## src/hdl/b32ce_pkg.sv

```systemverilog
// Shared types, constants and checksum functions of the Bech32 checksum encoder.
`timescale 1ns / 1ps

package b32ce_pkg;

    localparam int PREFIX_MAX = 16;
    localparam int CNT_W      = $clog2(PREFIX_MAX + 1);
    localparam int ADDR_W     = (PREFIX_MAX > 1) ? $clog2(PREFIX_MAX) : 1;
    localparam int FIN_STEPS  = 6;

    localparam logic [1:0] FUNC_PREFIX = 2'd0;
    localparam logic [1:0] FUNC_DATA   = 2'd1;
    localparam logic [1:0] FUNC_FINISH = 2'd2;

    localparam logic [29:0] ACC_INIT = 30'd1;
    localparam logic [7:0]  SEP_CHAR = 8'h31;

    localparam logic [29:0] GEN_POLY [5] = '{
        30'h3b6a57b2, 30'h26508e6d, 30'h1ea119fa, 30'h3d4233dd, 30'h2a1462b3
    };

    localparam logic [255:0] CHARSET = "qpzry9x8gf2tvdw0s3jn54khce6mua7l";

    typedef enum logic [2:0] {
        ST_IDLE,
        ST_FLUSH,
        ST_EMIT_SEP,
        ST_EMIT_SYM,
        ST_FIN_FOLD,
        ST_FIN_EMIT
    } state_t;

    typedef enum logic [3:0] {
        OP_NONE,
        OP_PREFIX,
        OP_PREFIX_ERR,
        OP_ERROR,
        OP_DATA,
        OP_SEP_START,
        OP_FLUSH,
        OP_EMIT_SEP,
        OP_EMIT_SYM,
        OP_FIN_FOLD,
        OP_FIN_EMIT
    } dp_op_t;

    typedef struct packed {
        dp_op_t op;
    } dp_cmd_t;

    typedef struct packed {
        logic prefix_err;
        logic data_err;
        logic sep_done;
        logic idx_done;
        logic cnt_last;
        logic out_free;
    } dp_status_t;

    // One polymod step: shift in a 5-bit symbol and reduce by the generator.
    function automatic logic [29:0] b32_fold(input logic [29:0] chk, input logic [4:0] v);
        logic [29:0] r;
        r = {chk[24:0], 5'b00000} ^ {25'b0, v};
        for (int i = 0; i < 5; i++) begin
            if (chk[25 + i]) begin
                r = r ^ GEN_POLY[i];
            end
        end
        return r;
    endfunction

    function automatic logic [7:0] b32_char(input logic [4:0] sym);
        return CHARSET[8 * (31 - int'(sym)) +: 8];
    endfunction

endpackage

```

## src/hdl/b32ce_ctrl.sv

```systemverilog
// Controller state machine of the Bech32 checksum encoder.
`timescale 1ns / 1ps

module b32ce_ctrl (
    input  logic                  aclk,
    input  logic                  aresetn,
    input  logic                  s_valid,
    input  logic [1:0]            s_func,
    output logic                  s_ready,
    input  b32ce_pkg::dp_status_t status,
    output b32ce_pkg::dp_cmd_t    cmd
);
    import b32ce_pkg::*;

    state_t state_reg;
    state_t state_next;

    always_ff @(posedge aclk) begin
        if (!aresetn) begin
            state_reg <= ST_IDLE;
        end else begin
            state_reg <= state_next;
        end
    end

    always_comb begin
        state_next = state_reg;
        cmd.op     = OP_NONE;
        s_ready    = 1'b0;
        unique case (state_reg)
            ST_IDLE: begin
                s_ready = status.out_free;
                if (s_valid && status.out_free) begin
                    priority case (s_func)
                        FUNC_PREFIX: begin
                            cmd.op = status.prefix_err ? OP_PREFIX_ERR : OP_PREFIX;
                        end
                        FUNC_DATA: begin
                            if (status.data_err) begin
                                cmd.op = OP_ERROR;
                            end else if (status.sep_done) begin
                                cmd.op = OP_DATA;
                            end else begin
                                // First data symbol: flush the stored prefix low parts.
                                cmd.op     = OP_SEP_START;
                                state_next = ST_FLUSH;
                            end
                        end
                        FUNC_FINISH: begin
                            if (!status.sep_done) begin
                                cmd.op = OP_ERROR;
                            end else begin
                                cmd.op     = OP_FIN_FOLD;
                                state_next = ST_FIN_FOLD;
                            end
                        end
                        default: begin
                            cmd.op = OP_NONE;
                        end
                    endcase
                end
            end
            ST_FLUSH: begin
                if (status.idx_done) begin
                    state_next = ST_EMIT_SEP;
                end else begin
                    cmd.op = OP_FLUSH;
                end
            end
            ST_EMIT_SEP: begin
                if (status.out_free) begin
                    cmd.op     = OP_EMIT_SEP;
                    state_next = ST_EMIT_SYM;
                end
            end
            ST_EMIT_SYM: begin
                if (status.out_free) begin
                    cmd.op     = OP_EMIT_SYM;
                    state_next = ST_IDLE;
                end
            end
            ST_FIN_FOLD: begin
                cmd.op = OP_FIN_FOLD;
                if (status.cnt_last) begin
                    state_next = ST_FIN_EMIT;
                end
            end
            ST_FIN_EMIT: begin
                if (status.out_free) begin
                    cmd.op = OP_FIN_EMIT;
                    if (status.cnt_last) begin
                        state_next = ST_IDLE;
                    end
                end
            end
            default: begin
                state_next = ST_IDLE;
            end
        endcase
    end

endmodule

```

## src/hdl/b32ce_datapath.sv

```systemverilog
// Datapath of the Bech32 checksum encoder: polymod, prefix store and output register.
`timescale 1ns / 1ps

module b32ce_datapath (
    input  logic                  aclk,
    input  logic                  aresetn,
    input  b32ce_pkg::dp_cmd_t    cmd,
    output b32ce_pkg::dp_status_t status,
    input  logic [7:0]            s_value,
    output logic                  m_valid,
    input  logic                  m_ready,
    output logic [7:0]            m_out_char,
    output logic                  m_last,
    output logic                  m_error
);
    import b32ce_pkg::*;

    logic [29:0]      acc_reg, acc_next;
    logic [CNT_W-1:0] count_reg, count_next;
    logic             sep_done_reg, sep_done_next;
    logic [CNT_W-1:0] idx_reg, idx_next;
    logic [2:0]       cnt_reg, cnt_next;
    logic [4:0]       sym_reg, sym_next;
    logic [4:0]       rd_data_reg;
    logic [4:0]       prefix_mem [PREFIX_MAX];
    logic             mem_we;

    logic             out_valid_reg;
    logic [7:0]       out_char_reg;
    logic             out_last_reg;
    logic             out_error_reg;
    logic             out_load;
    logic [7:0]       out_char_next;
    logic             out_last_next;
    logic             out_error_next;

    logic             cnt_last;

    assign cnt_last = (cnt_reg == 3'(FIN_STEPS - 1));

    assign status.prefix_err = sep_done_reg || (count_reg == CNT_W'(PREFIX_MAX));
    assign status.data_err   = (s_value[7:5] != 3'b000);
    assign status.sep_done   = sep_done_reg;
    assign status.idx_done   = (idx_reg == count_reg);
    assign status.cnt_last   = cnt_last;
    assign status.out_free   = !out_valid_reg || m_ready;

    always_comb begin
        acc_next       = acc_reg;
        count_next     = count_reg;
        sep_done_next  = sep_done_reg;
        idx_next       = idx_reg;
        cnt_next       = cnt_reg;
        sym_next       = sym_reg;
        mem_we         = 1'b0;
        out_load       = 1'b0;
        out_char_next  = 8'h00;
        out_last_next  = 1'b0;
        out_error_next = 1'b0;
        unique case (cmd.op)
            OP_NONE: begin
            end
            OP_PREFIX: begin
                acc_next      = b32_fold(acc_reg, {2'b00, s_value[7:5]});
                mem_we        = 1'b1;
                count_next    = count_reg + CNT_W'(1);
                out_load      = 1'b1;
                out_char_next = s_value;
            end
            OP_PREFIX_ERR: begin
                out_load       = 1'b1;
                out_char_next  = s_value;
                out_error_next = 1'b1;
            end
            OP_ERROR: begin
                out_load       = 1'b1;
                out_error_next = 1'b1;
            end
            OP_DATA: begin
                acc_next      = b32_fold(acc_reg, s_value[4:0]);
                out_load      = 1'b1;
                out_char_next = b32_char(s_value[4:0]);
            end
            OP_SEP_START: begin
                acc_next = b32_fold(acc_reg, 5'd0);
                idx_next = '0;
                sym_next = s_value[4:0];
            end
            OP_FLUSH: begin
                acc_next = b32_fold(acc_reg, rd_data_reg);
                idx_next = idx_reg + CNT_W'(1);
            end
            OP_EMIT_SEP: begin
                out_load      = 1'b1;
                out_char_next = SEP_CHAR;
            end
            OP_EMIT_SYM: begin
                acc_next      = b32_fold(acc_reg, sym_reg);
                sep_done_next = 1'b1;
                out_load      = 1'b1;
                out_char_next = b32_char(sym_reg);
            end
            OP_FIN_FOLD: begin
                // The final constant 1 is XORed in on the sixth zero fold.
                acc_next = b32_fold(acc_reg, 5'd0) ^ {29'd0, cnt_last};
                cnt_next = cnt_last ? 3'd0 : cnt_reg + 3'd1;
            end
            OP_FIN_EMIT: begin
                out_load      = 1'b1;
                out_char_next = b32_char(acc_reg[29:25]);
                out_last_next = cnt_last;
                acc_next      = {acc_reg[24:0], 5'b00000};
                cnt_next      = cnt_reg + 3'd1;
                if (cnt_last) begin
                    acc_next      = ACC_INIT;
                    count_next    = '0;
                    sep_done_next = 1'b0;
                    cnt_next      = 3'd0;
                end
            end
        endcase
    end

    always_ff @(posedge aclk) begin
        if (!aresetn) begin
            acc_reg       <= ACC_INIT;
            count_reg     <= '0;
            sep_done_reg  <= 1'b0;
            idx_reg       <= '0;
            cnt_reg       <= 3'd0;
            out_valid_reg <= 1'b0;
        end else begin
            acc_reg      <= acc_next;
            count_reg    <= count_next;
            sep_done_reg <= sep_done_next;
            idx_reg      <= idx_next;
            cnt_reg      <= cnt_next;
            if (out_load) begin
                out_valid_reg <= 1'b1;
            end else if (m_ready) begin
                out_valid_reg <= 1'b0;
            end
        end
    end

    always_ff @(posedge aclk) begin
        sym_reg <= sym_next;
        if (out_load) begin
            out_char_reg  <= out_char_next;
            out_last_reg  <= out_last_next;
            out_error_reg <= out_error_next;
        end
    end

    // Prefix store; the read address runs one entry ahead of the flush fold.
    always_ff @(posedge aclk) begin
        if (mem_we) begin
            prefix_mem[count_reg[ADDR_W-1:0]] <= s_value[4:0];
        end
        rd_data_reg <= prefix_mem[idx_next[ADDR_W-1:0]];
    end

    assign m_valid    = out_valid_reg;
    assign m_out_char = out_char_reg;
    assign m_last     = out_last_reg;
    assign m_error    = out_error_reg;

endmodule

```

## src/hdl/bech32_checksum_encoder_top.sv

```systemverilog
// Top level of the Bech32 checksum encoder: controller and datapath.
//
//  channel | signals                                     | direction
//  --------+---------------------------------------------+----------
//  s_      | s_valid s_ready s_func[1:0] s_value[7:0]     | input
//  m_      | m_valid m_ready m_out_char[7:0] m_last m_error | output
//
// A prefix character, a later data symbol or a rejected item is handled in the idle state alone.
// The first data symbol folds a zero at its transfer, then one stored prefix part
// per cycle through the prefix store read port, leaves the flush in a step with no
// fold, then makes two output transfers ('1' and the symbol).
// Finish makes six zero polymod folds, then six output transfers.
// Reset sets the polymod to 1 and clears the prefix count and the separator flag at once.
// A stalled output register holds the emit states; s_ready drops until it frees.
`timescale 1ns / 1ps

module bech32_checksum_encoder_top (
    input  logic       aclk,
    input  logic       aresetn,
    input  logic       s_valid,
    output logic       s_ready,
    input  logic [1:0] s_func,
    input  logic [7:0] s_value,
    output logic       m_valid,
    input  logic       m_ready,
    output logic [7:0] m_out_char,
    output logic       m_last,
    output logic       m_error
);
    import b32ce_pkg::*;

    dp_cmd_t    cmd;
    dp_status_t status;

    b32ce_ctrl u_ctrl (
        .aclk    (aclk),
        .aresetn (aresetn),
        .s_valid (s_valid),
        .s_func  (s_func),
        .s_ready (s_ready),
        .status  (status),
        .cmd     (cmd)
    );

    b32ce_datapath u_datapath (
        .aclk       (aclk),
        .aresetn    (aresetn),
        .cmd        (cmd),
        .status     (status),
        .s_value    (s_value),
        .m_valid    (m_valid),
        .m_ready    (m_ready),
        .m_out_char (m_out_char),
        .m_last     (m_last),
        .m_error    (m_error)
    );

    // An input transfer is only taken when the output register can take a result.
    assert property (@(posedge aclk) disable iff (!aresetn)
        s_ready |-> (!m_valid || m_ready))
        else $error("input taken while output register is blocked");

    // The last checksum character never carries the error flag.
    assert property (@(posedge aclk) disable iff (!aresetn)
        (m_valid && m_last) |-> !m_error)
        else $error("last character flagged as error");

    // A stalled result holds its valid and payload until it is taken.
    assert property (@(posedge aclk) disable iff (!aresetn)
        (m_valid && !m_ready) |=> (m_valid && $stable(m_out_char)
                                   && $stable(m_last) && $stable(m_error)))
        else $error("stalled result changed before its transfer");

endmodule
```

## config.mk

```make
export PLATFORM = sky130hd
export DESIGN_NAME = bech32_checksum_encoder_top
export DESIGN_NICKNAME = d
export VERILOG_FILES = /design/src/hdl/b32ce_pkg.sv /design/src/hdl/b32ce_ctrl.sv /design/src/hdl/b32ce_datapath.sv /design/src/hdl/bech32_checksum_encoder_top.sv
export SDC_FILE = /design/constraint.sdc
export NUM_CORES = 1
export LEC_CHECK = 0
export BUFFER_PORTS_ARGS = -buffer_cell sky130_fd_sc_hd__buf_4
export CORE_ASPECT_RATIO = 2
export CORE_MARGIN = 10
export CORE_UTILIZATION = 51
export CTS_CLUSTER_DIAMETER = 60
export CTS_CLUSTER_SIZE = 10
export DETAILED_ROUTE_END_ITERATION = 8
export PLACE_DENSITY = 0.7
export SLEW_MARGIN = 15
export SYNTH_ARGS = -nofsm -noshare
export SYNTH_HDL_FRONTEND = slang
export SYNTH_HIERARCHICAL = 1
export SYNTH_SLANG_ARGS = --single-unit
export TNS_END_PERCENT = 20
```

## constraint.sdc

```tcl
create_clock -name aclk -period 4 [get_ports aclk]
set_clock_uncertainty 0.1 [all_clocks]
set_input_delay 0.6 -clock aclk [delete_from_list [all_inputs] [get_ports aclk]]
set_output_delay 0.6 -clock aclk [all_outputs]
set_load 0.02 [all_outputs]
```

## Word-level counts from Yosys, hierarchy flattened

Memory sizes are Yosys's and may differ from the RTL's. A register that Yosys moved wholly into a read port is not among the register bits.
Index checks and enable logic that the tools add are counted.
Widths: inputs -> output; s select.

- $add $sub $neg: 6
- Eq/ne operators: 32
- Shift operators: 3
- Multiplexer cells: 94
- Bitwise logic cells: 34
- Reduce and logical (&&, ||, !) cells: 19

Operator list:

| operator | number |
|---|---|
| $mux 30 | 49 |
| $shiftx 256x32->8 const A | 3 |
| $pmux 30 s7 | 1 |
| $mux 29 | 6 |
| $not 17->17 | 6 |
| $not 16->16 | 6 |
| $not 18->18 | 5 |
| $xor 30x5->30 | 3 |
| $not 14->14 | 6 |
| $not 13->13 | 6 |
| $pmux 8 s5 | 1 |
| $mux 3 | 13 |
| $xor 30x1->30 | 1 |
| $xor 30x3->30 | 1 |
| $pmux 4 s6 | 1 |
| $mux 4 | 5 |
| $pmux 5 s2 | 2 |
| $pmux 3 s6 | 1 |
| $sub 5x5->6 const A | 3 |
| $eq 4x3->1 const B | 4 |
| $ne 2x1->1 const B | 7 |
| $eq 4x4->1 const B | 3 |
| $pmux 4 s3 | 1 |
| $reduce_and 11->1 | 1 |
| other kinds (30) | 53 |

- Register bits after elaboration: 63
- Memory bits (writable): 80
- Bits of input ports: 14
- Output and inout port bits: 12
- Logic and storage cells: 201
- Memories: 1

Memory list:

| name | depth | bits a word | read ports | clocked after Yosys merged registers in | write ports | RTL line | source |
|---|---|---|---|---|---|---|---|
| u_datapath.prefix_mem | 16 | 5 | 1 | 1 | 1 | b32ce_datapath.sv:25 | `logic [4:0] prefix_mem [PREFIX_MAX];` |

## Logic depth before layout (Yosys ltp)

- Depth in word-level cells: 22
- Gate-level depth with buffers: 17
- Mapped depth without buffers: 13

## By module

Netlist, hierarchy kept.

Modules (own cells, without submodules):

| module | instances | cells an instance | area each (µm²) | sequential area each (µm²) |
|---|---|---|---|---|
| b32ce_datapath | 1 | 689 | 7214.4 | 3853.7 |
| b32ce_ctrl | 1 | 57 | 376.6 | 60.1 |

## Worst setup path after synthesis

OpenSTA, ideal clock, no wires.

- Path type: reg2reg
- Start point: register u_datapath.count_reg[2]
- End point: register u_datapath.out_error_reg, in the netlist u_datapath/m_error (enable)
- Setup time: 0.398 ns
- Data arrival time: 3.201 ns
- Data required time: 3.502 ns
- Path slack: 0.301 ns
- Stages on the path, launching flop included: 12
- Path buffers: 3
- Period minus slack after synthesis: 3.699 ns
- Cells stage by stage: dfxtp_1 clkbuf_1 nor2_1 a31o_2 nor2b_1 o21ai_1 o211a_1 o32ai_1 buf_4 buf_2 a21oi_1 a221oi_1

RTL lines:

| item | RTL line | source |
|---|---|---|
| start: declaration | b32ce_datapath.sv:19 | `logic [CNT_W-1:0] count_reg, count_next;` |
| start signal: assignment | b32ce_datapath.sv:134 | `count_reg <= count_next;` |
| end signal: assignment | b32ce_datapath.sv:151 | `out_error_reg <= out_error_next;` |
| end: declaration | b32ce_datapath.sv:31 | `logic out_error_reg;` |

==> flow_summary.rst <==
.. list-table::
   :header-rows: 1

   * - Metric
     - Value
   * - Status
     - complete, no violations
   * - Placed wire-length estimate
     - 14.8 mm
   * - Post-detailed-routing wire length
     - 20.7 mm
   * - First-pass GRT wire length
     - 31.5 mm
   * - Number of endpoints failing setup at the final stage
     - 0
   * - Die Footprint
     - 0.0205 mm2
   * - Number of synthesized flops with an enable pin
     - 95
   * - Buffers added on ports
     - 25
   * - Number of top-level pins
     - 26
   * - Largest register FFs
     - 80
   * - Cts hold-fix bufs
     - 0
   * - Req. time, crit path
     - 4.06 ns
   * - Category of the critical setup timing path
     - reg2reg
   * - Yosys warning total
     - 6
   * - Worst-Margin Slew
     - 1.14 ns
   * - Number of clock buffers inserted by TritonCTS
     - 17
   * - Stage delay of the slowest cell on the critical path
     - 0.50 ns
   * - Sequential cell area fraction in the yosys report
     - 51.6%
   * - Worst slew margin relative to its limit
     - 23.6%
   * - Clock tree from TritonCTS
     - built
   * - Post-synth top area share
     - 37.6%
   * - Buffers inserted during post-CTS setup optimization
     - 0
   * - Endpoint class of the critical path
     - flop
   * - Clock transition at the register clock pins on the worst setup and hold paths after CTS
     - 0.06 ns
   * - Highest attainable clock frequency
     - 254 MHz
   * - Relative area change from synthesis to final layout
     - 14.8%
   * - Number of antenna violations at the first check in global routing
     - 0
   * - Count of inserted antenna diode cells
     - 0
   * - Maximum count of clock buffers along a single path
     - 2
   * - Total Nets Final
     - 797
   * - CTS sink count
     - 148
   * - Number of max-capacitance violations reported
     - 0
   * - Cell area after technology mapping
     - 0.00759 mm2
   * - Slowest stage cell, crit path
     - sky130_fd_sc_hd__dfxtp_1
   * - Detailed-route vias per instance
     - 6.10
   * - Delay-heaviest family, CP
     - simple AND/OR/NAND/NOR gates
   * - Routed WL per cell
     - 21.0 um
   * - Insertion delay of the later-clocked pin in the worst-skew pair
     - 0.42 ns
   * - Number of levels the H-tree was split into
     - 4
   * - Starting utilization of the core area
     - 51.5%
   * - Biggest area contributors in the synthesized netlist
     - sky130_fd_sc_hd__edfxtp_1 38%, sky130_fd_sc_hd__dfxtp_1 14%, sky130_fd_sc_hd__mux2i_1 4.7%, sky130_fd_sc_hd__nor2_1 4.3%, sky130_fd_sc_hd__a21oi_1 4.0%
   * - Cell row count
     - 63
   * - First-pass iteration count of the detailed router
     - 6
   * - CORE AREA
     - 0.0147 mm2
   * - Width of the chip
     - 106 um
   * - Cell Pwr Density
     - 444 mW/mm2
   * - Leading cell types in the layout, fill and taps excluded
     - 95 x sky130_fd_sc_hd__edfxtp_1, 82 x sky130_fd_sc_hd__nor2_1, 68 x sky130_fd_sc_hd__nand2_1
   * - Number of max-slew violations in the final report
     - 0
   * - HP Class
     - reg2reg
   * - Root buffer selected by CTS
     - sky130_fd_sc_hd__clkbuf_16
   * - Number of distinct library cells after synthesis
     - 78
   * - Post-synthesis cell type with the largest combined area
     - sky130_fd_sc_hd__edfxtp_1
   * - Gate count after technology mapping
     - 746
   * - Fraction of final layout cells with drive strength greater than 1
     - 16.2%
   * - Total routing usage reported by global routing
     - 20.0%
   * - Total gr overflow
     - 0
   * - # placed instances
     - 954
   * - Final core utilization
     - 59.1%
   * - Most instantiated flip-flop cell in the synthesis netlist
     - sky130_fd_sc_hd__edfxtp_1
   * - Share of async-settable or async-resettable flops after synthesis
     - 0%
   * - Chain of cells forming the critical path
     - xnor2_1 -> nand3_1 -> nor3_1 -> nand2b_1 -> nand2b_1 -> a21oi_1 -> buf_4 -> buf_4 -> nor3b_2 -> buf_4 -> mux2_2 -> nor3_1 -> a21oi_1 -> o221ai_1 -> o21ai_1
   * - Post-layout minimum cycle time
     - 3.94 ns
   * - Most frequent CP cell
     - sky130_fd_sc_hd__buf_4
   * - Pin count of the biggest net entering global routing
     - 41
   * - Most common cell after layout, fill and taps aside
     - sky130_fd_sc_hd__edfxtp_1
   * - Count of placed standard cells in the final layout, fillers left out
     - 986
   * - Critical path launch point type
     - flop
   * - Number of global-route vias before repair
     - 5834
   * - Detailed-route via count
     - 6014
   * - Setup repair after global routing missed its margin
     - true
   * - DR iter-0 viols
     - 519
   * - Number of buffer and inverter instances along the worst setup path
     - 3
   * - Worst supply voltage drop on vdd
     - 335 uV
   * - Post-route clock period utilization
     - 98.6%
   * - Final estimated routing congestion in global placement
     - 0.950
   * - Final hold vios
     - 0
   * - CP Data Arrival Time
     - 4.00 ns
   * - Critical path fanouts, max
     - 14
   * - Count of state elements after synthesis
     - 148
   * - Detailed-route DRC error count
     - 0
   * - Net count after synthesis
     - 765
   * - Vertical die dimension
     - 193 um
   * - Leakage power figure
     - 3.07 nW
   * - Count of nets left with antenna violations after detail routing
     - 0
   * - Syn_area_per_cell
     - 10.2 um2
   * - Resize count post-CTS
     - 0
[stage by stage]
step	cell area, um2	setup WS [ns]	total power, mW	TNS (ns)	hold slack [ns]
CTS	8700	0.124	3.88	0	0.391
floorplan	7590	0.301	2.18	0	0.354
finish	8710	0.0553	3.87	0	0.388
global placement	8140	0.166	2.36	0	0.362
detailed placement	8140	0.134	2.37	0	0.384
global route	8710	-0.101	4.01	-0.273	0.404
[final timing paths]
check	startpoint	to	slack, ns	cells past startpoint
setup / recovery	u_datapath/count_reg[3]	u_datapath/m_out_char[0]	0.06	15
hold / removal	u_datapath/cnt_reg[1]	u_datapath/cnt_reg[2]	0.39	2
setup reg to reg	u_datapath/count_reg[3]	u_datapath/m_out_char[0]	0.06	15
hold reg to reg	u_datapath/cnt_reg[1]	u_datapath/cnt_reg[2]	0.39	2
[synth_stat cells, types with 3 or more instances]
cell type,instances
sky130_fd_sc_hd__buf_4,6
sky130_fd_sc_hd__clkbuf_1,17
sky130_fd_sc_hd__mux2i_1,36
sky130_fd_sc_hd__nand2_1,68
sky130_fd_sc_hd__a22o_1,3
sky130_fd_sc_hd__a31oi_1,5
sky130_fd_sc_hd__nor3b_1,3
sky130_fd_sc_hd__or4_1,5
sky130_fd_sc_hd__a221oi_1,24
sky130_fd_sc_hd__o21ai_0,14
sky130_fd_sc_hd__xnor2_1,15
sky130_fd_sc_hd__and2_1,8
sky130_fd_sc_hd__mux2_1,3
sky130_fd_sc_hd__mux2_2,5
sky130_fd_sc_hd__buf_6,3
sky130_fd_sc_hd__nor2b_1,13
sky130_fd_sc_hd__nor3_1,34
sky130_fd_sc_hd__nand3b_1,5
sky130_fd_sc_hd__edfxtp_1,95
sky130_fd_sc_hd__dfxtp_1,53
sky130_fd_sc_hd__a21o_1,6
sky130_fd_sc_hd__o31ai_1,4
sky130_fd_sc_hd__nor2_1,86
sky130_fd_sc_hd__buf_2,26
sky130_fd_sc_hd__a211oi_1,11
sky130_fd_sc_hd__o22ai_1,10
sky130_fd_sc_hd__nand2b_1,15
sky130_fd_sc_hd__xor2_1,16
sky130_fd_sc_hd__nand4_1,3
sky130_fd_sc_hd__inv_1,9
sky130_fd_sc_hd__or3_1,3
sky130_fd_sc_hd__a21oi_1,60
sky130_fd_sc_hd__a22oi_1,3
sky130_fd_sc_hd__o211ai_1,7
sky130_fd_sc_hd__o21ai_1,13
sky130_fd_sc_hd__ha_1,5
sky130_fd_sc_hd__a311oi_1,4
[cells by family after synthesis]
group | synth area share, %
multiplexers | 6.31
adder cells (fa/ha/maj) | 0.956
buffers and inverters | 4.19
AND/OR/NAND/NOR | 16.4
AO/OA/AOI/OAI | 16.5
flip-flops | 51.6
XOR/XNOR | 4.01
[where the power goes]
| part | switching, mW | leakage (nW) | internal [mW] |
|---|---|---|---|
| registers | 0.0636 | 1.30 | 1.69 |
| logic | 0.354 | 1.50 | 0.245 |
| clock network | 0.693 | 0.264 | 0.822 |
[worst min-delay path, cell delays in order, from the launching register on]
cell and delay [ns]:
sky130_fd_sc_hd__dfxtp_1 0.33, sky130_fd_sc_hd__nand2_1 0.06, sky130_fd_sc_hd__a21oi_1 0.05
[layout make-up]
class | count | area, um2
Timing Repair Buffer | 67 | 541
Inverter | 10 | 37.5
Tap cell | 195 | 244
Fill cell | 1242 | 6030
Multi-Input combinational cell | 534 | 3410
Clock buffer | 18 | 429
Clock inverter | 14 | 135
Sequential cell | 148 | 3910
[routing by layer]
| layer | up-vias | routed length, um | GRT usage [%] |
|---|---|---|---|
| li1 | 2817 | - | - |
| met2 | 209 | 11300 | 37.4 |
| met3 | 78 | 799 | 4.05 |
| met1 | 2910 | 7200 | 18.8 |
| met4 | 0 | 1340 | 14.0 |
| met5 | - | 0 | 0 |
No activity file was read; power rests on OpenSTA's default activity.
